$ cat src/rtl/btbp_pkg.sv
// Shared types and constants of the two-level branch predictor with BTB.
package btbp_pkg;

	localparam int CFG_IDX_W  = 3;
	localparam int CFG_DATA_W = 5;

	localparam int PC_IDX_LSB = 2;
	localparam int GSHARE_LSB = 16;
	localparam int INSN_BYTES = 4;
	localparam int IDX_CAP    = 5;
	localparam int IDX_SPAN   = 1 << IDX_CAP;
	localparam int CTR_W      = 2;

	localparam logic [CTR_W-1:0] CTR_RST       = 2'd1;
	localparam logic [CTR_W-1:0] CTR_MIN       = 2'd0;
	localparam logic [CTR_W-1:0] CTR_MAX       = 2'd3;
	localparam logic [CTR_W-1:0] CTR_TAKEN_MIN = 2'd2;

	localparam logic [1:0] SHARE_NONE = 2'd0;
	localparam logic [1:0] SHARE_LOW  = 2'd1;
	localparam logic [1:0] SHARE_HIGH = 2'd2;

	typedef enum logic {
		KIND_PREDICT = 1'b0,
		KIND_UPDATE  = 1'b1
	} kind_t;

	typedef enum logic [CFG_IDX_W-1:0] {
		CFG_BTB_INDEX_BITS  = 3'd0,
		CFG_HISTORY_LENGTH  = 3'd1,
		CFG_TAG_BITS        = 3'd2,
		CFG_DEFAULT_COUNTER = 3'd3,
		CFG_GLOBAL_HISTORY  = 3'd4,
		CFG_GLOBAL_TABLE    = 3'd5,
		CFG_SHARE_MODE      = 3'd6
	} cfg_idx_t;

	typedef struct packed {
		logic [2:0] btb_index_bits;
		logic [3:0] history_length;
		logic [4:0] tag_bits;
		logic [1:0] default_counter;
		logic       global_history_mode;
		logic       global_table_mode;
		logic [1:0] share_mode;
	} cfg_t;

	localparam cfg_t CFG_RST = '{
		btb_index_bits:      3'd5,
		history_length:      4'd8,
		tag_bits:            5'd30,
		default_counter:     2'd1,
		global_history_mode: 1'b0,
		global_table_mode:   1'b0,
		share_mode:          SHARE_NONE
	};

endpackage

$ cat src/rtl/btbp_ctr.sv
// Selects one 2-bit counter from a table row and builds the row with that counter moved.
module btbp_ctr #(
	parameter int HIST_MAX = 8,
	localparam int NCTR = 1 << HIST_MAX,
	localparam int ROW_W = btbp_pkg::CTR_W * NCTR
) (
	input  logic [ROW_W-1:0]            row_data,
	input  logic                        row_valid,
	input  logic                        refill,
	input  logic [btbp_pkg::CTR_W-1:0]  fill_val,
	input  logic [HIST_MAX-1:0]         idx,
	input  logic                        taken,
	output logic [btbp_pkg::CTR_W-1:0]  ctr,
	output logic [ROW_W-1:0]            row_next
);
	import btbp_pkg::*;

	logic [ROW_W-1:0] base;
	logic [CTR_W-1:0] ctr_nxt;

	always_comb begin
		// A row never written since reset reads as the reset counter value.
		if (refill) begin
			base = {NCTR{fill_val}};
		end else if (row_valid) begin
			base = row_data;
		end else begin
			base = {NCTR{CTR_RST}};
		end
		ctr = base[{idx, 1'b0} +: CTR_W];
		if (taken) begin
			ctr_nxt = (ctr == CTR_MAX) ? ctr : ctr + CTR_W'(1);
		end else begin
			ctr_nxt = (ctr == CTR_MIN) ? ctr : ctr - CTR_W'(1);
		end
	end

	for (genvar i = 0; i < NCTR; i++) begin : g_row
		assign row_next[CTR_W*i +: CTR_W] =
			(idx == HIST_MAX'(i)) ? ctr_nxt : base[CTR_W*i +: CTR_W];
	end

endmodule

$ cat config.mk
export PLATFORM = sky130hd
export DESIGN_NAME = btbp_ctr
export DESIGN_NICKNAME = d
export VERILOG_FILES = /design/src/rtl/btbp_pkg.sv /design/src/rtl/btbp_ctr.sv
export SDC_FILE = /design/constraint.sdc
export NUM_CORES = 1
export LEC_CHECK = 0
export BUFFER_PORTS_ARGS = -buffer_cell sky130_fd_sc_hd__buf_2
export CORE_AREA = 2 2 399 401
export DETAILED_ROUTE_END_ITERATION = 6
export DIE_AREA = 0 0 401 403
export PLACE_DENSITY = 0.32
export SYNTH_ARGS = -nofsm -noshare
export SYNTH_HDL_FRONTEND = slang
export SYNTH_SLANG_ARGS = --single-unit
$ cat constraint.sdc
create_clock -name vclk -period 3.3
set_input_delay 0.165 -clock vclk [all_inputs]
set_output_delay 0.165 -clock vclk [all_outputs]
set_load 0.01 [all_outputs]
==> impl_metrics.sql <==
INSERT INTO impl_metrics (metric_group, metric, value, unit) VALUES
('yosys', 'area_leader_netlist', 'mux2i_1', ''),
('route', 'drt-wirelength-per-cell', '41.62', 'µm'),
('floorplanning', 'start_util', '9.688', '%'),
('yosys', 'synth.area.top_cells', 'mux2i_1, a21oi_1, o21ai_0', ''),
('placed_design', 'dp_worst_setup_slack', '-1.758', 'ns'),
('layout', 'layout-drive-gt1-share', '57.36', '%'),
('floorplanning', 'floorplan.die.height', '403', 'µm'),
('run_status', 'status', 'finished with violations', ''),
('grt', 'initial_antenna_violation_count', '118', ''),
('hold_path', 'min-delay-path-class', 'input port to primary output', ''),
('route', 'drt_pass1_iterations', '6', ''),
('pwr', 'cellPowerDensity', '220.3', 'mW/mm²'),
('timing', 'totalNegativeSetupSlack', '-356.93', 'ns'),
('floorplanning', 'design.die.area', '0.1616', 'mm²'),
('floorplanning', 'horiz_die_dim', '401', 'µm'),
('floorplanning', 'placeableCoreArea', '0.1575', 'mm²'),
('worst_setup_path', 'arrival', '4.00', 'ns'),
('timing', 'setup-violations-final', '514', ''),
('layout', 'n_sequential_cell', '0', ''),
('worst_setup_path', 'worstSetupStartpointType', 'input port', ''),
('floorplanning', 'count_of_pins_on_the_block_boundary', '1039', ''),
('grt', 'gr-total-overflow', '0', ''),
('floorplanning', 'std_cell_rows', '146', ''),
('placed_design', 'detailedPlacementHpwl', '207200', 'µm'),
('route', 'routed_via_density', '4.978', ''),
('yosys', 'seq_area_frac_synth', '0', '%'),
('route', 'drt_first_iter_violations', '3050', ''),
('pwr', 'power_leakage', '13.67', 'nW'),
('run', 'max-cap-violations', '0', ''),
('layout', 'finalInstanceArea', '0.03259', 'mm²'),
('worst_setup_path', 'critPathMaxFanout', '13', ''),
('placed_design', 'gpl.final_weighted_congestion', '0.9828', ''),
('timing', 'tightest_slew', '1.017', 'ns'),
('timing', 'finalWorstPathRequiredPeriod', '4.170', 'ns'),
('layout', 'synthToLayoutAreaGrowth', '113.6', '%'),
('pwr', 'peakVddDrop', '0.08832', 'mV'),
('worst_setup_path', 'crit_path_max_incr_delay', '0.47', 'ns'),
('yosys', 'synth_top_cell_area_share', '18.24', '%'),
('worst_setup_path', 'worst_path_cell_with_the_longest_stage_delay', 'maj3_4', ''),
('grt', 'grt_start_max_net_pins', '71', ''),
('route', 'drt_drc_violations_left', '0', ''),
('timing', 'hold_viol_final', '0', ''),
('route', 'totalWireLength', '248200', 'µm'),
('timing', 'layout_worst_path_cycle_share', '126.4', '%'),
('layout', 'clock_buffer_count', '0', ''),
('layout', 'num-nets-final', '4385', ''),
('layout', 'mostFrequentLayoutCells', 'buf_2, buf_4, nand2_1, a21oi_1, mux2i_1', ''),
('timing', 'max-slew-margin-rel', '32.22', '%'),
('worst_setup_path', 'criticalPathCategory', 'input port to primary output', ''),
('yosys', 'netlist-cell-type-count', '85', ''),
('grt', 'globalRouteTotalUtil', '28.65', '%'),
('layout', 'layout.area.seq', '0', 'µm²'),
('placed_design', 'io_buffers', '1039', ''),
('timing', 'fmax', '239.8', 'MHz'),
('timing', 'worst_setup_slack_final', '-0.8697', 'ns'),
('grt', 'first_global_vias', '27910', ''),
('timing', 'finalMaxSlewViolations', '0', ''),
('clock_tree', 'cts_hold_buffers', '0', ''),
('yosys', 'synth_cells', '2364', ''),
('worst_setup_path', 'cp-end-kind', 'primary output', ''),
('grt', 'grt_first_pass_wirelength', '306400', 'µm'),
('yosys', 'yosysWarningCount', '0', ''),
('layout', 'most_frequent_standard_cell_in_the_layout_excluding_fill_and_tap_cells', 'buf_2', ''),
('placed_design', 'placement.cell_area', '0.02896', 'mm²'),
('run_status', 'failing_checks', 'setup timing', ''),
('route', 'detail-route-antenna-nets', '0', ''),
('yosys', 'post_synth_instance_area', '0.01526', 'mm²'),
('timing', 'rsz_0062_raised_after_global_routing', 'true', ''),
('worst_setup_path', 'critical_path_required', '3.13', 'ns'),
('yosys', 'synth_fp_nets', '2889', ''),
('route', 'num_vias', '29680', ''),
('worst_setup_path', 'list_of_cells_traversed_by_the_critical_path', 'buf_2, and2_1, buf_4, nor4_1, o22ai_1, a32oi_4, o2bb2ai_4, or4_4, or3_4, maj3_4, buf_4, clkbuf_16, mux2i_1, buf_2', ''),
('yosys', 'synth.avg_cell_area', '6.453', 'µm²');
## critical path, delay by kind of cell
kind / cells / cell delay [ns]
compound gates: 3 / 0.68
fa+ha+maj: 1 / 0.47
buf+inv: 5 / 1.08
mux: 1 / 0.23
simple gates: 4 / 1.32
## area by class of cell
type | instances | area [µm²]
Inverter | 9 | 43.79
Fill cell | 18120 | 124900
Timing Repair Buffer | 1788 | 13230
Tap cell | 2072 | 2592
Antenna cell | 33 | 82.58
Multi-Input combinational cell | 2061 | 16640
## report_power, final
group | internal [mW] | switching [mW] | leakage [nW] | total [mW]
sequential | 0 | 0 | 0 | 0
combinational | 2.88 | 4.29 | 13.7 | 7.18
clock | 0.00000110 | 0 | 0.000210 | 0.00000110
total | 2.88 | 4.29 | 13.7 | 7.18
## timing repair
| action | CTS | global route |
|---|---|---|
| resized for setup | 282 | 254 |
| buffers inserted | 32 | 37 |
| gates cloned | 15 | 12 |
| setup endpoints to repair | 514 | 514 |
| pin swaps | 41 | 29 |
## Yosys cell counts (8+ instances only)
library cell / number
o31ai_1: 9
buf_4: 12
a211oi_1: 110
a2111oi_0: 11
a31oi_1: 15
mux2i_4: 20
a22oi_1: 23
nor2b_1: 16
nor3_1: 19
nand2_1: 299
o21ai_0: 290
o22ai_1: 16
nand3_1: 32
buf_1: 12
buf_2: 56
a21oi_1: 299
a32oi_1: 11
mux2_2: 17
o211ai_1: 177
nor2_1: 179
o21ai_1: 14
inv_1: 8
nand2b_1: 12
buf_6: 9
a221oi_1: 13
clkbuf_1: 201
mux2i_1: 278
o2111ai_1: 13
mux4_2: 44
## metal layers
metal | share of wire [%] | global-route usage, % | routed length [µm] | vias up
met1 | 45 | 39.97 | 112200 | 15270
met5 | 0.12 | 0 | 292 | -
li1 | - | - | - | 12160
met4 | 3.6 | 6.839 | 8880 | 46
met2 | 43 | 44.55 | 106800 | 1822
met3 | 8.0 | 6.162 | 19900 | 381
## logic make-up (layout without fill, tap and decap cells)
logic type               count (synthesis)  after routing  synth area share (%)
multiplexers                           360            360                 29.02
buffers and inverters                  303           1797                 8.882
AND/OR/NAND/NOR                        622            622                 17.85
AO/OA/AOI/OAI                         1072           1072                 43.78
adder cells (fa/ha/maj)                  6              6                0.4183
XOR/XNOR                                 1              1               0.05742
other                                    0             33                     0
## worst paths after layout
kind     startpoint            end  slack (ns)  cells after the start
max          idx[5]  row_next[331]       -0.87                     14
min   row_data[154]  row_next[154]        0.71                      4
## per-stage QoR
step / power [mW] / hold WS [ns] / cells / utilization, %
global placement: 5.898 / 0.7070 / 5840 / 18.39
floorplan: 2.351 / 0.5055 / 2364 / -
detailed placement: 5.871 / 0.7060 / 5840 / 18.39
finish: 7.178 / 0.7070 / 5963 / 20.70
global route: 7.324 / 0.7361 / 5941 / 20.66
CTS: 6.541 / 0.7041 / 5884 / 19.62
(Power assumes the default switching activity.)
