--- src/rtl/btbp_ram.sv ---
// Generic single-write, single-read RAM with registered, write-first read data.
module btbp_ram #(
	parameter int WIDTH = 8,
	parameter int DEPTH = 16,
	localparam int AW = (DEPTH > 1) ? $clog2(DEPTH) : 1
) (
	input  logic             clk,
	input  logic             we,
	input  logic [AW-1:0]    waddr,
	input  logic [WIDTH-1:0] wdata,
	input  logic             re,
	input  logic [AW-1:0]    raddr,
	output logic [WIDTH-1:0] rdata
);

	logic [WIDTH-1:0] mem_q [DEPTH];
	logic [WIDTH-1:0] rdata_q;

	always_ff @(posedge clk) begin
		if (we) begin
			mem_q[waddr] <= wdata;
		end
		if (re) begin
			rdata_q <= (we && (waddr == raddr)) ? wdata : mem_q[raddr];
		end
	end

	assign rdata = rdata_q;

endmodule

--- config.mk ---
export PLATFORM = sky130hd
export DESIGN_NAME = btbp_ram
export DESIGN_NICKNAME = d
export VERILOG_FILES = /design/src/rtl/btbp_ram.sv
export SDC_FILE = /design/constraint.sdc
export NUM_CORES = 1
export LEC_CHECK = 0
export ABC_CLOCK_PERIOD_IN_PS = 4500
export BUFFER_PORTS_ARGS = -buffer_cell sky130_fd_sc_hd__buf_4
export CAP_MARGIN = 20
export CORE_MARGIN = 4
export CORE_UTILIZATION = 40
export DETAILED_ROUTE_END_ITERATION = 10
export GPL_ROUTABILITY_DRIVEN = 0
export SYNTH_ARGS = -nofsm -noshare
export SYNTH_HDL_FRONTEND = slang
export SYNTH_SLANG_ARGS = --single-unit
export TNS_END_PERCENT = 10
--- constraint.sdc ---
create_clock -name clk -period 4.5 [get_ports clk]
set_input_delay 0.225 -clock clk [delete_from_list [all_inputs] [get_ports clk]]
set_output_delay 0.225 -clock clk [all_outputs]
set_load 0.02 [all_outputs]
==> results of run 1 <==
[cell type report]
cell class                      count  area [um^2]
Multi-Input combinational cell     93         1320
Sequential cell                   136         4080
Clock buffer                       17          425
Fill cell                        1115         6980
Tap cell                          176          220
Timing Repair Buffer               27          203
Clock inverter                     14          115
[through the flow]
| step | utilization [%] | setup WS [ns] | area [um^2] | std cells | total power (W) |
|---|---|---|---|---|---|
| final | 47.7 | 2.58 | 6370 | 463 | 0.00286 |
| after global routing | 47.7 | 2.49 | 6370 | 463 | 0.00296 |
| after CTS | 47.7 | 2.56 | 6370 | 463 | 0.00289 |
| after detailed placement | 43.7 | 2.15 | 5830 | 432 | 0.00163 |
| after global placement | 43.6 | 2.08 | 5820 | 432 | 0.00163 |
| after floorplan | - | 2.77 | 5480 | 242 | 0.00156 |
[logic make-up (layout without fill, tap and decap cells)]
kind of cell  Yosys count  in the layout
xor+xnor                4              4
flops                 136            136
buf+inv                13             58
simple gates           25             25
mux                    64             64
[sequential cells by signal (all words and copies together) (netlist names)]
name / cells
mem_q: 128
rdata: 8
[routing by layer]
layer / wire, um / vias to the layer above
met4: 92 / 0
met5: 0 / -
li1: - / 1095
met2: 5310 / 65
met1: 4790 / 1271
met3: 460 / 6
[synthesized netlist by cell type]
cell / number
mux2i_1: 24
nand2_1: 2
nor4_4: 1
xnor2_1: 1
nand3_1: 1
mux4_2: 9
buf_4: 2
xor2_1: 3
clkbuf_1: 5
buf_6: 4
mux2_2: 8
nand3b_1: 2
nand2b_1: 2
nor2_1: 12
or3b_2: 1
nor3_1: 4
mux4_1: 23
edfxtp_1: 136
buf_2: 2
[worst paths after layout]
path,startpoint,cells after the start,endpoint,slack (ns)
max reg2reg,mem_q[7][1],4,rdata[1],2.78
min reg2reg,mem_q[0][4],4,rdata[4],0.94
max,raddr[0],4,rdata[0],2.58
min,wdata[0],1,mem_q[12][0],0.14
[worst register-to-register path, stage by stage (launching register included)]
cell and delay [ns]:
edfxtp_1 0.36, mux4_1 0.51, mux2i_1 0.23, mux2i_1 0.11, mux2_2 0.26
[power by group]
group	total, W	switching (W)	internal, W
Sequential	0.00144	0.00000865	0.00143
Clock	0.00126	0.000464	0.000793
Combinational	0.000162	0.0000909	0.0000711
==> key figures, run 1 <==
Timing
  – Setup tns final: 0 ns
  – Fmax achieved: 520 MHz
  – Minimum clock period: 1.92 ns
  – Worst hold margin: 0.139 ns
  – RSZ-0062 raised after global routing: false
  – Clk_skew: 0.00744 ns
  – Final hold viol count: 0
  – Final setup violation count: 0
  – Max-slew headroom: 33.2%
  – Period utilization: 42.7%
  – Least-Margin Pin Slew: 0.998 ns
  – Max Slew Vio Count: 0

Die
  – I/O pin total: 27
  – Placement Rows: 42
  – Die X: 125 um
  – Core area: 13300 um^2
  – Die ar.: 15600 um^2
  – Die Y: 125 um
  – Initial Util: 41.1%

Yosys
  – Combinational family with the most area after synthesis: multiplexers
  – Largest area contributor in the netlist: edfxtp_1
  – Compound-Gate Fraction of Synth Area: 0%
  – Adder-cell share of the synthesized area: 0%
  – Synth Area in XOR/XNOR: 0.639%
  – Yosys cell types: 19
  – Synth Cell Area: 5480 um^2
  – Yosys warning count: 0
  – Syn_nets: 261
  – Top-area cell type share of the netlist area: 74.5%
  – Mapped Avg Cell Area: 22.6 um^2
  – Simple-gate share of the synthesized area: 2.47%
  – Sequential share of the synthesized area: 74.5%
  – Synthesized instance count: 242
  – Top cells by area, synth: edfxtp_1, mux4_1, mux2i_1
  – Post-synthesis mux area share: 20.8%
  – #FFs+latches synth: 136

Drt
  – DRT antenna net count: 0
  – TritonRoute pass-1 iters: 4
  – Post-Route WL: 10700 um
  – First DRT Iteration DRCs: 201
  – Remaining DRCs: 0
  – Vias per Instance: 5.26
  – Vias: 2437
  – Wire per inst: 23.0 um

GRT
  – Met1 Track Usage GR: 19.5%
  – M2 GR Usage: 22.3%
  – Busiest grt layer: met2
  – Met3 global-route usage: 4.22%
  – Largest net degree at the start of global routing: 34
  – GRT Overall Usage: 14.3%
  – Antenna violations before repair: 0
  – First-pass GRT wire length: 16000 um
  – Grt ovf: 0
  – Vias in the first global route: 2549

Clock network
  – Root buf cell: clkbuf_16
  – Worst-path clk slew: 0.05 ns
  – CTS tree: done
  – PostCTS Resize Cnt: 0
  – TritonCTS Buffers: 17
  – Worst-Skew Late Latency: 0.40 ns
  – Post-CTS setup buffers: 0
  – H-tree Lvls: 4
  – Clock sink count: 136
  – CTS Buffer Depth: 2
  – Hold buffer count at cts: 0

Pwr
  – PwrDens: 449 nW/um^2
  – Pleak: 2.16 nW
  – VDD IR max: 0.244 mV

Layout
  – Nets: 294
  – # diodes: 0
  – Share of layout cells above drive strength 1: 25.8%
  – Commonest non-fill, non-tap cells in the layout: edfxtp_1, buf_4, mux2i_1, mux4_1, clkbuf_16
  – Commonest non-fill, non-tap cell in the layout: edfxtp_1
  – Area growth from synthesis to layout: 16.2%

Setup path
  – Critical path's largest stage delay: 0.74 ns
  – Worst setup SP type: input port
  – Max stage delay cell, worst path: nor4_4
  – Critical path arrival: 2.07 ns
  – Top delay family on crit path: simple AND/OR/NAND/NOR gates
  – CP endpoint kind: flop
  – Req. time, crit path: 4.65 ns
  – Crit path max fanout: 33
  – Crit path buf inv count: 1
  – Critical path class: input port to flop
  – CP cell instances: buf_4 > xor2_1 > nor4_4 > mux2_2

Place
  – DP Wirelength: 6340 um
  – PortBufs: 26

Outcome
  – Status: completed

Run
  – Max cap viols: 0

Min path
  – HP Class: input port to flop
(Power assumes the default switching activity.)
==> run 2: changes to the inputs <==
--- a/config.mk
+++ b/config.mk
@@ -5,7 +5,8 @@
 export SDC_FILE = /design/constraint.sdc
 export NUM_CORES = 1
 export LEC_CHECK = 0
-export ABC_CLOCK_PERIOD_IN_PS = 4500
+export ABC_AREA = 1
+export ABC_CLOCK_PERIOD_IN_PS = 1700
 export BUFFER_PORTS_ARGS = -buffer_cell sky130_fd_sc_hd__buf_4
 export CAP_MARGIN = 20
 export CORE_MARGIN = 4
==> constraint.sdc (replaced) <==
create_clock -name clk -period 1.7 [get_ports clk]
set_input_delay 0.085 -clock clk [delete_from_list [all_inputs] [get_ports clk]]
set_output_delay 0.085 -clock clk [all_outputs]
set_load 0.02 [all_outputs]
==> key figures, run 2 <==
Outcome
  – Status: completed

Die
  – Placement Rows: 44
  – I/O pin total: 27
  – Die ar.: 17000 um^2
  – Die Y: 130 um
  – Initial Util: 41.1%
  – Die X: 130 um
  – Core area: 14600 um^2

Yosys
  – FFs w/ async S/R, synth: 0%
  – #FFs+latches synth: 136
  – Post-synth top cells: nand2_1, edfxtp_1, inv_1, nand3_1, nor2_1
  – Most used DFF post-synth: edfxtp_1
  – Top cells by area, synth: edfxtp_1, nand2_1, nand3_1
  – Sequential share of the synthesized area: 68.0%
  – Syn_nets: 604
  – Yosys cell types: 16
  – Largest area contributor in the netlist: edfxtp_1
  – Number of synthesized flops with an enable pin: 136
  – Mapped Avg Cell Area: 10.3 um^2
  – Cell with the most instances after synthesis: nand2_1
  – Synthesized instance count: 585
  – Top-area cell type share of the netlist area: 68.0%
  – Synth Cell Area: 6000 um^2
  – Yosys warning count: 0

Clock network
  – TritonCTS Buffers: 17
  – Worst-Skew Late Latency: 0.42 ns
  – Clock sink count: 136
  – Post-CTS setup buffers: 0
  – Root buf cell: clkbuf_16
  – H-tree Lvls: 4
  – Worst-path clk slew: 0.06 ns
  – CTS tree: done
  – CTS Buffer Depth: 2

Place
  – PortBufs: 26
  – DP Wirelength: 8770 um
  – Setup slack at placement: 0.201 ns

Setup path
  – Critical path arrival: 1.46 ns
  – Crit path max fanout: 1
  – CP endpoint kind: flop
  – Critical path class: flop to flop
  – Worst setup SP type: flop
  – Req. time, crit path: 1.87 ns

Min path
  – HP Class: input port to flop

Layout
  – Max FFs per register: 128
  – Commonest non-fill, non-tap cells in the layout: nand2_1, edfxtp_1, inv_1, nand3_1, buf_4
  – # fillers: 1257
  – Share of layout cells above drive strength 1: 13.5%
  – Final core utilization: 49.1%
  – Area growth from synthesis to layout: 19.3%
  – # diodes: 0
  – Nets: 649
  – Commonest non-fill, non-tap cell in the layout: nand2_1
  – Largest register by flop count: mem_q

GRT
  – Vias in the first global route: 3977
  – Grt ovf: 0
  – Antenna violations before repair: 0
  – First-pass GRT wire length: 22000 um
  – Busiest grt layer: met2
  – GRT Overall Usage: 17.5%
  – Largest net degree at the start of global routing: 47
  – Met1 Track Usage GR: 23.8%
  – Met3 global-route usage: 3.66%
  – M2 GR Usage: 27.1%

Timing
  – Final setup violation count: 0
  – Final hold viol count: 0
  – Fmax achieved: 773 MHz
  – Setup tns final: 0 ns
  – Max Slew Vio Count: 0
  – Post-route setup slack: 0.406 ns
  – Least-Margin Pin Slew: 0.372 ns
  – Max-slew headroom: 75.2%
  – RSZ-0062 raised after global routing: false
  – Minimum clock period: 1.29 ns
  – Clk_skew: 0.00764 ns
  – Period utilization: 76.1%

Pwr
  – PwrDens: 1160 nW/um^2
  – Pleak: 3.09 nW
  – VDD IR max: 0.675 mV

Drt
  – DRT antenna net count: 0
  – Vias per Instance: 4.91
  – Wire per inst: 16.5 um
  – First DRT Iteration DRCs: 409
  – Post-Route WL: 13700 um
  – TritonRoute pass-1 iters: 5
  – Vias: 4061
  – Remaining DRCs: 0

Run
  – Max cap viols: 0
run 2: cell types whose count changed after synthesis, moves of 4 or more:
cell and change:
mux4_2 -9, mux2_2 -8, nor3_1 -4, inv_1 +100, nand3_1 +99, nand2_1 +188
inv_2 +5, mux2i_1 -24, nand4_1 +8, mux4_1 -23, nor2_1 +4, buf_2 +11
run 2: path summary, 6_finish.rpt:
kind | cells after the start | start | endpoint | slack (ns)
worst max-delay path | 8 | mem_q[15][2] | rdata[2] | 0.41
worst min-delay path | 1 | wdata[0] | mem_q[15][0] | 0.03
worst max register to register | 8 | mem_q[15][2] | rdata[2] | 0.41
worst min register to register | 8 | mem_q[3][6] | rdata[6] | 0.87
run 2: cell families after synthesis:
group / after synthesis / share of synthesized area (%)
AOI/OAI and AO/OA: 5 / 0.834
and+or+nand+nor: 315 / 22.3
buffers and inverters: 129 / 8.78
DFF: 136 / 68.0
run 2: layer usage:
metal	routed length [um]	vias up
li1	-	1991
met2	6430	123
met1	6080	1914
met5	0	-
met3	719	33
met4	422	0
run 2: stage by stage:
| step | hold WS (ns) | power [W] | area, um^2 | std cells |
|---|---|---|---|---|
| 3_5_place_dp | 0.375 | 0.00445 | 6520 | 794 |
| 4_1_cts | 0.0318 | 0.00835 | 7160 | 827 |
| 3_3_place_gp | 0.368 | 0.00444 | 6520 | 794 |
| 2_1_floorplan | 0.184 | 0.00419 | 6000 | 585 |
| 5_1_grt | 0.0326 | 0.00857 | 7160 | 827 |
| 6_report | 0.0332 | 0.00829 | 7160 | 827 |
run 2: critical path, stage by stage, from the launching register on:
cell      delay, ns
edfxtp_1       0.36
inv_1          0.06
nand2_1        0.05
nand3_1        0.08
nand3_1        0.10
nand3_1        0.15
nand2_1        0.11
nand2_1        0.08
nand2_1        0.06
run 2: what timing repair did:
item	in CTS	in global routing
endpoints found under the setup margin	0	0
hold endpoints to repair	8	0
hold buffers	1	0
resized for setup	0	0
run 2: final cells by class:
type                    instances  area (um^2)  share of cell area [%]
repair buffers                 50          428                    5.97
clock buffers                  18          429                    5.99
multi-input cells             320         1390                    19.4
clock inverters                14          205                    2.87
inverters                     105          394                    5.50
well taps                     184          230                    3.21
flip-flops and latches        136         4080                    57.0
run 2: power breakdown:
group          switching (W)  internal [W]
registers          0.0000188       0.00378
clock network        0.00133       0.00258
logic               0.000392      0.000184
total                0.00174       0.00655
==> run 3: changes to the inputs <==
--- a/config.mk
+++ b/config.mk
@@ -6,7 +6,7 @@
 export NUM_CORES = 1
 export LEC_CHECK = 0
 export ABC_AREA = 1
-export ABC_CLOCK_PERIOD_IN_PS = 1700
+export ABC_CLOCK_PERIOD_IN_PS = 1200
 export BUFFER_PORTS_ARGS = -buffer_cell sky130_fd_sc_hd__buf_4
 export CAP_MARGIN = 20
 export CORE_MARGIN = 4
==> constraint.sdc (replaced) <==
create_clock -name clk -period 1.2 [get_ports clk]
set_input_delay 0.06 -clock clk [delete_from_list [all_inputs] [get_ports clk]]
set_output_delay 0.06 -clock clk [all_outputs]
set_load 0.02 [all_outputs]
==> key figures, run 3 (synthesized netlist as in run 2, its figures left out) <==
Timing
  – Final setup violation count: 4
  – Final hold viol count: 0
  – Clk_skew: 0.00921 ns
  – Least-Margin Pin Slew: 0.325 ns
  – Max Slew Vio Count: 0
  – Max-slew headroom: 78.1%
  – Period utilization: 101%
  – Minimum clock period: 1.21 ns
  – Worst hold margin: 0.0207 ns
  – Setup tns final: -0.0349 ns
  – Post-route setup slack: -0.0110 ns
  – Fmax achieved: 826 MHz
  – RSZ-0062 raised after global routing: true

Die
  – Initial Util: 41.1%
  – I/O pin total: 27
  – Die ar.: 17000 um^2
  – Die X: 130 um
  – Placement Rows: 44
  – Core area: 14600 um^2
  – Die Y: 130 um

Place
  – DP Wirelength: 9190 um
  – Placed cell area: 6640 um^2
  – Placed cells: 810
  – PortBufs: 26

Drt
  – TritonRoute pass-1 iters: 5
  – Vias: 4150
  – Wire per inst: 16.3 um
  – Post-Route WL: 13800 um
  – Remaining DRCs: 0
  – DRT antenna net count: 0
  – First DRT Iteration DRCs: 375
  – Vias per Instance: 4.92

Setup path
  – Reg-to-Reg Start: mem_q[9][4]
  – Critical path class: flop to flop
  – Crit path max fanout: 1
  – Worst setup SP type: flop
  – CP endpoint kind: flop
  – Critical path arrival: 1.38 ns
  – Critical Path Start: mem_q[9][4]
  – Req. time, crit path: 1.37 ns

GRT
  – Largest net degree at the start of global routing: 36
  – Vias in the first global route: 4105
  – GRT Overall Usage: 17.5%
  – Antenna violations before repair: 0
  – Grt ovf: 0
  – First-pass GRT wire length: 21800 um

Min path
  – HP Class: input port to flop
  – HP Start: wdata[1]

Clock network
  – Worst-Skew Late Latency: 0.42 ns
  – CTS tree: done
  – Worst-path clk slew: 0.05 ns
  – Clock sink count: 136
  – Root buf cell: clkbuf_16
  – TritonCTS Buffers: 17
  – CTS Buffer Depth: 2
  – H-tree Lvls: 4

Layout
  – Nets: 667
  – Max FFs per register: 128
  – Final core utilization: 50.5%
  – Largest register by flop count: mem_q
  – Commonest non-fill, non-tap cell in the layout: nand2_1
  – # diodes: 0
  – Share of layout cells above drive strength 1: 20.6%
  – Commonest non-fill, non-tap cells in the layout: nand2_1, edfxtp_1, inv_1, nand3_1, buf_4
  – Area growth from synthesis to layout: 22.9%
  – Final Non-Filler Cells: 843
  – # fillers: 1279
  – Design Area, Final: 7370 um^2

Run
  – Max cap viols: 0

Pwr
  – Pleak: 3.19 nW
  – VDD IR max: 1.14 mV
  – PwrDens: 1470 nW/um^2

Outcome
  – Status: finished with violations
  – Failing checks: negative setup slack
run 3: changes by cell type in the layout (fill, tap and decap cells not counted):
cell and change:
buf_4 +16, bufinv_16 -4, clkinv_1 +3, clkinv_4 -1, dlygate4sd3_1 +2, nand2_1 -6, nand2_2 +6, nand3_1 -32
nand3_2 +30, nand3_4 +2
run 3: critical path, stage by stage, from the launching register on:
cell and delay [ns]:
edfxtp_1 0.36, inv_1 0.06, nand2_1 0.05, nand3_1 0.12, nand3_2 0.09, nand3_2 0.11, nand2_1 0.06, nand2_1 0.05
nand2_1 0.05
run 3: per-stage QoR:
step | setup WS (ns) | power (W)
floorplan | 0.0406 | 0.00594
global placement | -0.153 | 0.00634
detailed placement | -0.179 | 0.00635
CTS | 0.000815 | 0.0109
global route | -0.116 | 0.0113
finish | -0.0110 | 0.0109
run 3: timing repair:
item                                    CTS  global route
buffers inserted                          0             0
gates resized for setup                  13            27
gates cloned                              0             0
hold buffers                              2             1
pin swaps                                 5            14
endpoints found under the hold margin    12             3
endpoints found under the setup margin    7             8
run 3: final cells by class:
| class | instances | area [um^2] | area share, % |
|---|---|---|---|
| inverters | 105 | 394 | 5.34 |
| well taps | 184 | 230 | 3.12 |
| multi-input cells | 320 | 1580 | 21.4 |
| clock buffers | 18 | 429 | 5.82 |
| repair buffers | 68 | 568 | 7.70 |
| clock inverters | 12 | 87.6 | 1.19 |
| flip-flops and latches | 136 | 4080 | 55.4 |
run 3: layer usage:
| metal | global-route usage [%] | routed length [um] | vias to the layer above |
|---|---|---|---|
| li1 | - | - | 2035 |
| met1 | 22.9 | 5990 | 1948 |
| met2 | 27.0 | 6380 | 143 |
| met3 | 5.69 | 1130 | 24 |
| met4 | 7.02 | 287 | 0 |
| met5 | 0 | 0 | - |
run 3: final timing paths:
check,endpoint,slack [ns],cells after the start
min reg2reg,rdata[0],0.84,8
max reg2reg,rdata[4],-0.01,8
max,rdata[4],-0.01,8
min,mem_q[0][1],0.02,1
run 3: report_power, final:
part	switching [W]	internal [W]
sequential	0.0000284	0.00536
combinational	0.000607	0.000327
clock	0.00179	0.00276
