==> config.mk <==
export PLATFORM = sky130hd
export DESIGN_NAME = btbp_addr
export DESIGN_NICKNAME = d
export VERILOG_FILES = /design/src/rtl/btbp_pkg.sv /design/src/rtl/btbp_addr.sv
export SDC_FILE = /design/constraint.sdc
export NUM_CORES = 1
export LEC_CHECK = 0
export BUFFER_PORTS_ARGS = -buffer_cell sky130_fd_sc_hd__buf_2
export CAP_MARGIN = 40
export CORE_MARGIN = 2
export CORE_UTILIZATION = 40
export DETAILED_ROUTE_END_ITERATION = 10
export PLACE_DENSITY = 0.8
export SYNTH_ARGS = -nofsm -noshare
export SYNTH_HDL_FRONTEND = slang
export SYNTH_SLANG_ARGS = --single-unit
==> constraint.sdc <==
create_clock -name vclk -period 2.22
set_clock_uncertainty 0.15 [all_clocks]
set_input_delay 0.222 -clock vclk [all_inputs]
set_output_delay 0.222 -clock vclk [all_outputs]
set_load 0.01 [all_outputs]
==> src/rtl/btbp_pkg.sv <==
// Shared types and constants of the two-level branch predictor with BTB.
package btbp_pkg;

	localparam int CFG_IDX_W  = 3;
	localparam int CFG_DATA_W = 5;

	localparam int PC_IDX_LSB = 2;
	localparam int GSHARE_LSB = 16;
	localparam int INSN_BYTES = 4;
	localparam int IDX_CAP    = 5;
	localparam int IDX_SPAN   = 1 << IDX_CAP;
	localparam int CTR_W      = 2;

	localparam logic [CTR_W-1:0] CTR_RST       = 2'd1;
	localparam logic [CTR_W-1:0] CTR_MIN       = 2'd0;
	localparam logic [CTR_W-1:0] CTR_MAX       = 2'd3;
	localparam logic [CTR_W-1:0] CTR_TAKEN_MIN = 2'd2;

	localparam logic [1:0] SHARE_NONE = 2'd0;
	localparam logic [1:0] SHARE_LOW  = 2'd1;
	localparam logic [1:0] SHARE_HIGH = 2'd2;

	typedef enum logic {
		KIND_PREDICT = 1'b0,
		KIND_UPDATE  = 1'b1
	} kind_t;

	typedef enum logic [CFG_IDX_W-1:0] {
		CFG_BTB_INDEX_BITS  = 3'd0,
		CFG_HISTORY_LENGTH  = 3'd1,
		CFG_TAG_BITS        = 3'd2,
		CFG_DEFAULT_COUNTER = 3'd3,
		CFG_GLOBAL_HISTORY  = 3'd4,
		CFG_GLOBAL_TABLE    = 3'd5,
		CFG_SHARE_MODE      = 3'd6
	} cfg_idx_t;

	typedef struct packed {
		logic [2:0] btb_index_bits;
		logic [3:0] history_length;
		logic [4:0] tag_bits;
		logic [1:0] default_counter;
		logic       global_history_mode;
		logic       global_table_mode;
		logic [1:0] share_mode;
	} cfg_t;

	localparam cfg_t CFG_RST = '{
		btb_index_bits:      3'd5,
		history_length:      4'd8,
		tag_bits:            5'd30,
		default_counter:     2'd1,
		global_history_mode: 1'b0,
		global_table_mode:   1'b0,
		share_mode:          SHARE_NONE
	};

endpackage

==> src/rtl/btbp_addr.sv <==
// Splits a PC into BTB slot, tag and counter-table row under the current configuration.
module btbp_addr #(
	parameter int BTB_ENTRIES = 32,
	parameter int TAG_MAX = 30,
	localparam int SLOT_W = (BTB_ENTRIES > 1) ? $clog2(BTB_ENTRIES) : 1,
	localparam int TAG_W = (TAG_MAX > 0) ? TAG_MAX : 1,
	localparam int ROW_AW = $clog2(BTB_ENTRIES + 1)
) (
	input  btbp_pkg::cfg_t    cfg,
	input  logic [31:0]       pc,
	output logic [SLOT_W-1:0] slot,
	output logic [TAG_W-1:0]  tag,
	output logic [ROW_AW-1:0] row
);
	import btbp_pkg::*;

	localparam logic [ROW_AW-1:0] SHARED_ROW = ROW_AW'(BTB_ENTRIES);

	logic [2:0]         ib;
	logic [IDX_CAP-1:0] imask;
	logic [IDX_CAP-1:0] raw;
	logic [4:0]         tb;
	logic [TAG_W-1:0]   tmask;
	logic [2:0]         shamt;
	logic [31:0]        shifted;
	logic [SLOT_W-1:0]  slot_lut [IDX_SPAN];

	// The index wraps modulo the entry count; the remainders are fixed at elaboration.
	for (genvar g = 0; g < IDX_SPAN; g++) begin : g_lut
		localparam int SLOT_VAL = g % BTB_ENTRIES;
		assign slot_lut[g] = SLOT_W'(SLOT_VAL);
	end

	always_comb begin
		ib = (cfg.btb_index_bits > 3'(IDX_CAP)) ? 3'(IDX_CAP) : cfg.btb_index_bits;
		for (int i = 0; i < IDX_CAP; i++) begin
			imask[i] = (3'(i) < ib);
		end
		raw = pc[PC_IDX_LSB +: IDX_CAP] & imask;
		slot = slot_lut[raw];

		tb = (cfg.tag_bits > 5'(TAG_MAX)) ? 5'(TAG_MAX) : cfg.tag_bits;
		for (int i = 0; i < TAG_W; i++) begin
			tmask[i] = (5'(i) < tb);
		end
		shamt = 3'(PC_IDX_LSB) + ib;
		shifted = pc >> shamt;
		tag = shifted[TAG_W-1:0] & tmask;

		row = cfg.global_table_mode ? SHARED_ROW : ROW_AW'(slot);
	end

endmodule

==> results of run 1 <==
==> layer usage <==
layer | wire [µm] | vias to the layer above | track usage [%] | part of all wire, %
li1 | - | 1177 | - | -
met1 | 2820 | 1104 | 34.8 | 44
met2 | 2880 | 127 | 36.5 | 45
met3 | 593 | 11 | 1.94 | 9.3
met4 | 89 | 0 | 2.94 | 1.4
met5 | 0 | - | 0 | 0
==> critical path: stages <==
cell     delay, ns
buf_2         0.09
inv_2         0.03
nor2_1        0.19
ha_1          0.32
inv_1         0.12
buf_12        0.17
nor4_1        0.07
nor3_1        0.22
o311a_1       0.20
buf_2         0.13
==> how the worst max path moves through the flow <==
stage	startpoint	to	slack (ns)	cells after the start
detailed placement	cfg[16]	tag[0]	0.11	10
finish	cfg[16]	tag[0]	0.08	10
floorplan	cfg[17]	tag[15]	-0.03	9
global placement	cfg[16]	tag[0]	0.17	10
global route	cfg[16]	tag[0]	0.008	10
CTS	cfg[16]	tag[0]	0.1	10
==> power by group <==
| group | internal [W] | leakage (nW) | switching, W |
|---|---|---|---|
| Combinational | 0.000252 | 1.09 | 0.000345 |
| Clock | 0 | 0 | 0 |
| Sequential | 0 | 0 | 0 |
==> synthesized netlist by cell type (all sizes together), types with 5 or more instances <==
| cell type | number | area share, % |
|---|---|---|
| o211a | 8 | 4.3 |
| mux2 | 16 | 10 |
| buf | 10 | 4.8 |
| a21oi | 22 | 6.0 |
| inv | 6 | 1.2 |
| clkbuf | 21 | 4.3 |
| a211oi | 22 | 9.2 |
| mux2i | 19 | 10 |
| nand2b | 14 | 4.7 |
| nor3 | 19 | 5.2 |
| nand2 | 20 | 4.1 |
| nor2b | 17 | 5.8 |
| o21ai | 24 | 6.5 |
| o22ai | 7 | 2.4 |
| nor2 | 19 | 3.9 |
| o211ai | 5 | 2.6 |
==> through the flow <==
step	power [W]	util (%)	area, µm²	cells	hold slack [ns]
finish	0.000597	51.8	2290	396	0.566
global route	0.000648	51.8	2290	396	0.577
CTS	0.000589	51.8	2290	396	0.567
detailed placement	0.000586	51.8	2290	396	0.567
global placement	0.000578	51.8	2290	396	0.555
floorplan	0.000387	-	1870	281	0.340
==> layout make-up <==
type                       count  area (µm²)
tap                           52        65.1
inverter                       6        22.5
fill                         454        2130
multi-input combinational    244        1670
timing repair buffer          94         526
==> logic make-up after synthesis <==
group           Yosys count  share of synthesized area (%)
compound gates          106                           39.5
fa+ha+maj                 3                           2.03
buf+inv                  37                           10.4
mux                      35                           20.7
simple gates            100                           27.4
==> summary.md, run 1 <==
| Metric | Value |
|---|---|
| Status | `completed` |
| Max Slew Vio Count | `0` |
| Max-slew headroom | `72.0%` |
| CTS Hold Bufs | `0` |
| Min-delay worst type | `in -> out` |
| Gr ovfl total | `0` |
| Initial DRC Count | `230` |
| Postcts setup bufs | `0` |
| Routed wire per std cell | `16.1 µm` |
| Largest net degree at the start of global routing | `43` |
| Crit path kind | `in -> out` |
| # DRC | `0` |
| Total GRT Usage | `23.0%` |
| WHS Path Cells | `2` |
| Critical Path Fanout Max | `23` |
| Leakage | `1.09 nW` |
| Setup TNS | `0 ns` |
| MaxCap Viol Count | `0` |
| Final setup violation count | `0` |
| Hold Crit Endpoint | `row[5]` |
| Synthesized area per cell | `6.57 µm²` |
| Final nets | `399` |
| Final antenna-violating net count | `0` |
| Die W | `71.9 µm` |
| HPWL after detailed placement | `4990 µm` |
| Number of clock buffers in the layout | `0` |
| Die Ht | `71.9 µm` |
| I/O Pins | `91` |
| Post_cts resized | `0` |
| First drt pass iteration count | `5` |
| First-pass GRT wire length | `9900 µm` |
| Avg Vias per Cell | `6.11` |
| FF+latch count | `0` |
| WP data arrival | `1.76 ns` |
| Ant. Diodes | `0` |
| DP Worst Slack | `0.115 ns` |
| Unrepaired setup endpoints after global routing | `false` |
| Synthesized cell area | `1850 µm²` |
| Period utilisation layout | `96.2%` |
| Peak VDD IR | `0.0951 mV` |
| Vias in the first global route | `2120` |
| Mapped Nets | `334` |
| Worst setup margin | `0.0836 ns` |
| Worst Hold Launch | `cfg[2]` |
| Via count | `2419` |
| Share of layout cells above drive strength 1 | `35.8%` |
| Die footprint | `5170 µm²` |
| Routed WL | `6380 µm` |
| Initial Utilization | `41.8%` |
| Worst Path Required | `1.85 ns` |
| Syn-to-layout area delta | `23.9%` |
| Tightest Pin Transition | `0.420 ns` |
| Placer Congestion | `0.936` |
| Core area | `4410 µm²` |
| Synth unique cells | `48` |
| Sequential area share after synthesis | `0%` |
| Post-Syn Instances | `281` |
| Clock period minus worst slack | `2.14 ns` |
| FP Rows | `24` |
| Power density cells | `261 nW/µm²` |
| Most common cell after layout, fill and taps aside | `buf_2` |
| Crit path capture type | `primary output` |
| Register area | `0 µm²` |
| Highest-count cells in the layout ignoring fill and taps | `82 x buf_2, 23 x o21ai_0, 22 x a21oi_1, 20 x nand2_1` |
| Synth warnings | `0` |
| Fmax | `468 MHz` |
| Initial antenna violation count | `0` |
| Final Hold Fails | `0` |
| Crit start category | `input pin` |
| IO buf count | `82` |
(Power assumes the default switching activity.)
==> run 2: changes to the inputs <==
--- a/config.mk
+++ b/config.mk
@@ -7,10 +7,12 @@
 export LEC_CHECK = 0
 export BUFFER_PORTS_ARGS = -buffer_cell sky130_fd_sc_hd__buf_2
 export CAP_MARGIN = 40
+export CORE_ASPECT_RATIO = 1.4
 export CORE_MARGIN = 2
 export CORE_UTILIZATION = 40
 export DETAILED_ROUTE_END_ITERATION = 10
-export PLACE_DENSITY = 0.8
+export PLACE_DENSITY = 0.77
+export RECOVER_POWER = 50
 export SYNTH_ARGS = -nofsm -noshare
 export SYNTH_HDL_FRONTEND = slang
 export SYNTH_SLANG_ARGS = --single-unit
==> constraint.sdc (replaced) <==
create_clock -name vclk -period 2.5
set_clock_uncertainty 0.15 [all_clocks]
set_input_delay 0.25 -clock vclk [all_inputs]
set_output_delay 0.25 -clock vclk [all_outputs]
set_load 0.01 [all_outputs]
==> run 2 against run 1 <==
  * Core utilization is 2.0 points lower
  * Via count down 2.4%
  * Sequential share of layout area unchanged
  * Hold slack gained 0.041 ns
  * Non-clock buffer count up 1
  * First-iteration DRC count decreased by 44%
  * Clock-buffer cell count is the same
  * Design area decreased by 2.0%
  * Critical path type unchanged
  * Highest routed layer unchanged
==> summary.md, run 2 (synthesis gave the netlist of run 1 again) <==
| Metric | Value |
|---|---|
| MaxCap Viol Count | `0 (unchanged)` |
| Crit path capture type | `primary output` |
| Max Slew Vio Count | `0 (unchanged)` |
| Ant. Diodes | `0 (unchanged)` |
| Fillers | `507 (+12%)` |
| Critical Path Fanout Max | `12 (-48%)` |
| Period utilisation layout | `91.7%` |
| Share of layout cells above drive strength 1 | `31.3% (-4.5 points)` |
| Power density cells | `227 nW/µm² (-13%)` |
| Unrepaired setup endpoints after global routing | `false` |
| Tightest Pin Transition | `0.495 ns (+0.0748 ns)` |
| WP data arrival | `1.89 ns (+0.13 ns)` |
| Worst setup margin | `0.206 ns (+0.123 ns)` |
| Hold WS | `0.608 ns (+0.0414 ns)` |
| Clock period minus worst slack | `2.29 ns` |
| I/O Pins | `91 (unchanged)` |
| CTS Hold Bufs | `0 (unchanged)` |
| GR Layer Usage met1 | `32.7% (-2.0 points)` |
| DP Worst Slack | `0.283 ns (+0.168 ns)` |
| # DRC | `0 (unchanged)` |
| Worst Path Required | `2.10 ns (+0.25 ns)` |
| Peak VDD IR | `0.0969 mV (+1.8%)` |
| Fmax | `436 MHz` |
| Final Hold Fails | `0 (unchanged)` |
| FF+latch count | `0 (unchanged)` |
| Status | `completed` |
| Die Ht | `84.4 µm (+17%)` |
| GR peak layer | `met2` |
| Leakage | `1.04 nW (-4.7%)` |
| Initial DRC Count | `128 (-44%)` |
| HPWL after detailed placement | `4850 µm (-2.6%)` |
| Hold Crit Endpoint | `row[5]` |
| First-pass GRT wire length | `9840 µm (-0.63%)` |
| Initial Utilization | `41.0% (-0.79 points)` |
| Post_cts resized | `0 (unchanged)` |
| Gr ovfl total | `0 (unchanged)` |
| Crit path kind | `in -> out` |
| Syn-to-layout area delta | `21.5%` |
| Highest-count cells in the layout ignoring fill and taps | `71 x buf_2, 23 x o21ai_0, 22 x a21oi_1, 21 x a211oi_1, 20 x nand2_1` |
| Total GRT Usage | `23.3% (+0.25 points)` |
| Vias in the first global route | `2154 (+1.6%)` |
| Final setup violation count | `0 (unchanged)` |
| Avg Vias per Cell | `5.80 (-5.0%)` |
| WHS Path Cells | `2 (unchanged)` |
| Postcts setup bufs | `0 (unchanged)` |
| IO buf count | `82 (unchanged)` |
| Worst Hold Launch | `cfg[2]` |
| Max-slew headroom | `66.8% (-5.2 points)` |
| Die W | `61.4 µm (-15%)` |
| FP Rows | `29 (+21%)` |
| Die footprint | `5180 µm² (+0.15%)` |
| Routed wire per std cell | `15.1 µm (-6.1%)` |
| Placer Congestion | `0.956 (+2.1%)` |
| Core area | `4500 µm² (+1.9%)` |
| Met2 Resource Use GR | `39.1% (+2.5 points)` |
| Most common cell after layout, fill and taps aside | `buf_2` |
| Final antenna-violating net count | `0 (unchanged)` |
| Largest net degree at the start of global routing | `43 (unchanged)` |
| Number of clock buffers in the layout | `0 (unchanged)` |
| Final nets | `400 (+0.25%)` |
| Via count | `2362 (-2.4%)` |
| Initial antenna violation count | `0 (unchanged)` |
| Routed WL | `6160 µm (-3.5%)` |
| Crit start category | `input pin` |
| Met3 usage | `0.616% (-1.3 points)` |
| First drt pass iteration count | `4 (-1)` |
| Total power | `0.000509 W (-15%)` |
| Min-delay worst type | `in -> out` |
| Register area | `0 µm² (unchanged)` |
| Setup TNS | `0 ns (unchanged)` |
[run 2: cell types whose count changed in the layout (fill, tap and decap cells not counted), moves of 2 or more]
cell / change
buf_12: -2
a211oi_1: +4
buf_2: -11
clkbuf_1: +11
buf_4: +2
a211oi_2: -4
[run 2: metrics by stage]
| step | instances | area [µm²] | utilization [%] |
|---|---|---|---|
| after floorplan | 281 | 1850 | - |
| after global placement | 407 | 2260 | 50.3 |
| after detailed placement | 407 | 2260 | 50.3 |
| after CTS | 407 | 2260 | 50.3 |
| after global routing | 407 | 2240 | 49.8 |
| final | 407 | 2240 | 49.8 |
[run 2: power by group]
part           total, W  internal [W]  switching (W)  leakage (nW)
Combinational  0.000509      0.000212       0.000297          1.04
Clock                 0             0              0             0
Sequential            0             0              0             0
[run 2: worst max path at each step]
| stage | from | endpoint | slack (ns) | depth (start not counted) |
|---|---|---|---|---|
| after floorplan | cfg[17] | tag[25] | 0.16 | 9 |
| after global placement | cfg[15] | tag[0] | 0.29 | 6 |
| after detailed placement | cfg[15] | tag[0] | 0.28 | 6 |
| after CTS | cfg[15] | tag[0] | 0.28 | 6 |
| after global routing | cfg[15] | tag[7] | 0.12 | 6 |
| final | cfg[15] | tag[11] | 0.21 | 6 |
[run 2: critical path, stage by stage]
cell      delay [ns]
clkbuf_2        0.29
clkbuf_1        0.30
mux2_1          0.39
a21oi_1         0.36
o22ai_1         0.15
buf_2           0.15
[run 2: per-layer routing]
| metal | vias up | share of wire, % |
|---|---|---|
| li1 | 1179 | - |
| met1 | 1083 | 44 |
| met2 | 84 | 48 |
| met3 | 16 | 5.2 |
| met4 | 0 | 2.2 |
| met5 | - | 0 |
[run 2: cell type report]
cell class | instances | area, µm² | share of cell area, %
Tap cell | 62 | 77.6 | 3.46
Multi-Input combinational cell | 244 | 1650 | 73.6
Timing Repair Buffer | 95 | 492 | 21.9
Inverter | 6 | 22.5 | 1.00
==> run 3: changes to the inputs <==
--- a/config.mk
+++ b/config.mk
@@ -11,8 +11,9 @@
 export CORE_MARGIN = 2
 export CORE_UTILIZATION = 40
 export DETAILED_ROUTE_END_ITERATION = 10
-export PLACE_DENSITY = 0.77
+export PLACE_DENSITY = 0.79
 export RECOVER_POWER = 50
+export REMOVE_ABC_BUFFERS = 1
 export SYNTH_ARGS = -nofsm -noshare
 export SYNTH_HDL_FRONTEND = slang
 export SYNTH_SLANG_ARGS = --single-unit
==> constraint.sdc (replaced) <==
create_clock -name vclk -period 2.4
set_clock_uncertainty 0.15 [all_clocks]
set_input_delay 0.24 -clock vclk [all_inputs]
set_output_delay 0.24 -clock vclk [all_outputs]
set_load 0.01 [all_outputs]
==> run 3 against run 2 <==
  * Highest routed layer unchanged
  * First-iteration DRC count decreased by 36%
  * Hold slack got worse by 0.015 ns
  * Critical path depth rose by 3
  * Largest cell class unchanged
  * Non-clock buffer count down 2
  * Worst setup slack better by 0.024 ns
  * Clock-buffer cell count stayed put
==> summary.md, run 3 (synthesis gave the netlist of run 1 again) <==
| Metric | Value |
|---|---|
| Avg Vias per Cell | `6.00 (+3.5%)` |
| Routed wire per std cell | `15.1 µm (+0.13%)` |
| Final antenna-violating net count | `0 (unchanged)` |
| Final nets | `398 (-0.50%)` |
| Fmax | `461 MHz` |
| Largest net degree at the start of global routing | `43 (unchanged)` |
| Final setup violation count | `0 (unchanged)` |
| Final Hold Fails | `0 (unchanged)` |
| MaxCap Viol Count | `0 (unchanged)` |
| Initial Utilization | `41.0% (unchanged)` |
| Postcts setup bufs | `0 (unchanged)` |
| Leakage | `1.02 nW (-1.8%)` |
| Fillers | `534 (+5.3%)` |
| I/O Pins | `91 (unchanged)` |
| Int Pwr | `0.000218 W (+2.9%)` |
| Die Ht | `84.4 µm (unchanged)` |
| Clock share of power | `0% (unchanged)` |
| Min-delay worst type | `in -> out` |
| Placer Congestion | `0.955 (about the same)` |
| Gr ovfl total | `0 (unchanged)` |
| Core area | `4500 µm² (unchanged)` |
| HPWL after detailed placement | `4650 µm (-4.3%)` |
| Syn-to-layout area delta | `21.0%` |
| FP Rows | `29 (unchanged)` |
| Finished Core Util | `49.6% (-0.19 points)` |
| Psw | `0.000306 W (+3.3%)` |
| Number of clock buffers in the layout | `0 (unchanged)` |
| Total power | `0.000524 W (+3.1%)` |
| Initial antenna violation count | `0 (unchanged)` |
| CTS Hold Bufs | `0 (unchanged)` |
| Crit path capture type | `primary output` |
| Combinational share of power | `100.0% (about the same)` |
| Reg power frac | `0% (unchanged)` |
| Die footprint | `5180 µm² (unchanged)` |
| Most common cell after layout, fill and taps aside | `buf_2` |
| Ant. Diodes | `0 (unchanged)` |
| Initial DRC Count | `82 (-36%)` |
| Max Slew Vio Count | `0 (unchanged)` |
| Die W | `61.4 µm (unchanged)` |
| Routed WL | `6130 µm (-0.36%)` |
| Worst Path Required | `2.01 ns (-0.09 ns)` |
| Via count | `2432 (+3.0%)` |
| First-pass GRT wire length | `9670 µm (-1.7%)` |
| Status | `completed` |
| Vias in the first global route | `2273 (+5.5%)` |
| WP data arrival | `1.78 ns (-0.11 ns)` |
| Crit path kind | `in -> out` |
| FF+latch count | `0 (unchanged)` |
| Period utilisation layout | `90.4%` |
| Critical Path Fanout Max | `12 (unchanged)` |
| IO buf count | `82 (unchanged)` |
| Power density cells | `235 nW/µm² (+3.5%)` |
| # DRC | `0 (unchanged)` |
| Unrepaired setup endpoints after global routing | `false` |
| Total GRT Usage | `22.5% (-0.74 points)` |
| Post_cts resized | `0 (unchanged)` |
| First drt pass iteration count | `5 (+1)` |
| Register area | `0 µm² (unchanged)` |
| Max-slew headroom | `66.4% (-0.44 points)` |
| Tightest Pin Transition | `0.504 ns (+0.00955 ns)` |
| Peak VDD IR | `0.122 mV (+26%)` |
| Clock period minus worst slack | `2.17 ns` |
| Highest-count cells in the layout ignoring fill and taps | `68 x buf_2, 23 x o21ai_0, 22 x a21oi_1, 21 x a211oi_1, 20 x nand2_1` |
| Area of the multi-input gates | `1650 µm² (+0.23%)` |
| Switching part of the total | `58.4% (+0.099 points)` |
| Crit start category | `input pin` |
| Share of layout cells above drive strength 1 | `30.0% (-1.3 points)` |
[run 3: area by class of cell]
cell class                 count  share of cell area [%]
multi-input combinational    244                    74.1
inverter                       6                    1.01
tap                           62                    3.47
timing repair buffer          93                    21.5
[run 3: worst max-delay path, stage by stage]
cell      delay, ns
buf_2          0.09
inv_2          0.04
nor2_1         0.19
ha_1           0.31
inv_1          0.11
clkbuf_2       0.26
nor3_1         0.10
a211oi_1       0.26
buf_2          0.18
[run 3: layer usage]
| layer | up-vias | global-route usage, % | routed length (µm) |
|---|---|---|---|
| met5 | - | 0 | 0 |
| met4 | 0 | 5.22 | 99 |
| met3 | 16 | 1.39 | 506 |
| met2 | 125 | 40.0 | 3150 |
| met1 | 1116 | 28.7 | 2370 |
| li1 | 1175 | - | - |
[run 3: worst paths after layout]
kind,from,end,cells past startpoint
max,cfg[16],tag[25],9
min,cfg[2],row[5],2
[run 3: metrics by stage]
stage               TNS, ns  cells  setup WS, ns  area (µm²)  hold slack, ns
floorplan             -3.47    250        -0.370        1680           0.330
detailed placement        0    405         0.322        2260           0.606
CTS                       0    405         0.321        2260           0.606
global placement          0    405         0.315        2260           0.604
global route              0    405         0.128        2230           0.612
finish                    0    405         0.231        2230           0.593
[run 3: power by group through the flow]
stage / Sequential, W / Combinational [W] / Clock (W)
global placement: 0 / 0.000516 / 0
CTS: 0 / 0.000526 / 0
finish: 0 / 0.000524 / 0
global route: 0 / 0.000572 / 0
detailed placement: 0 / 0.000523 / 0
floorplan: 0 / 0.000295 / 0
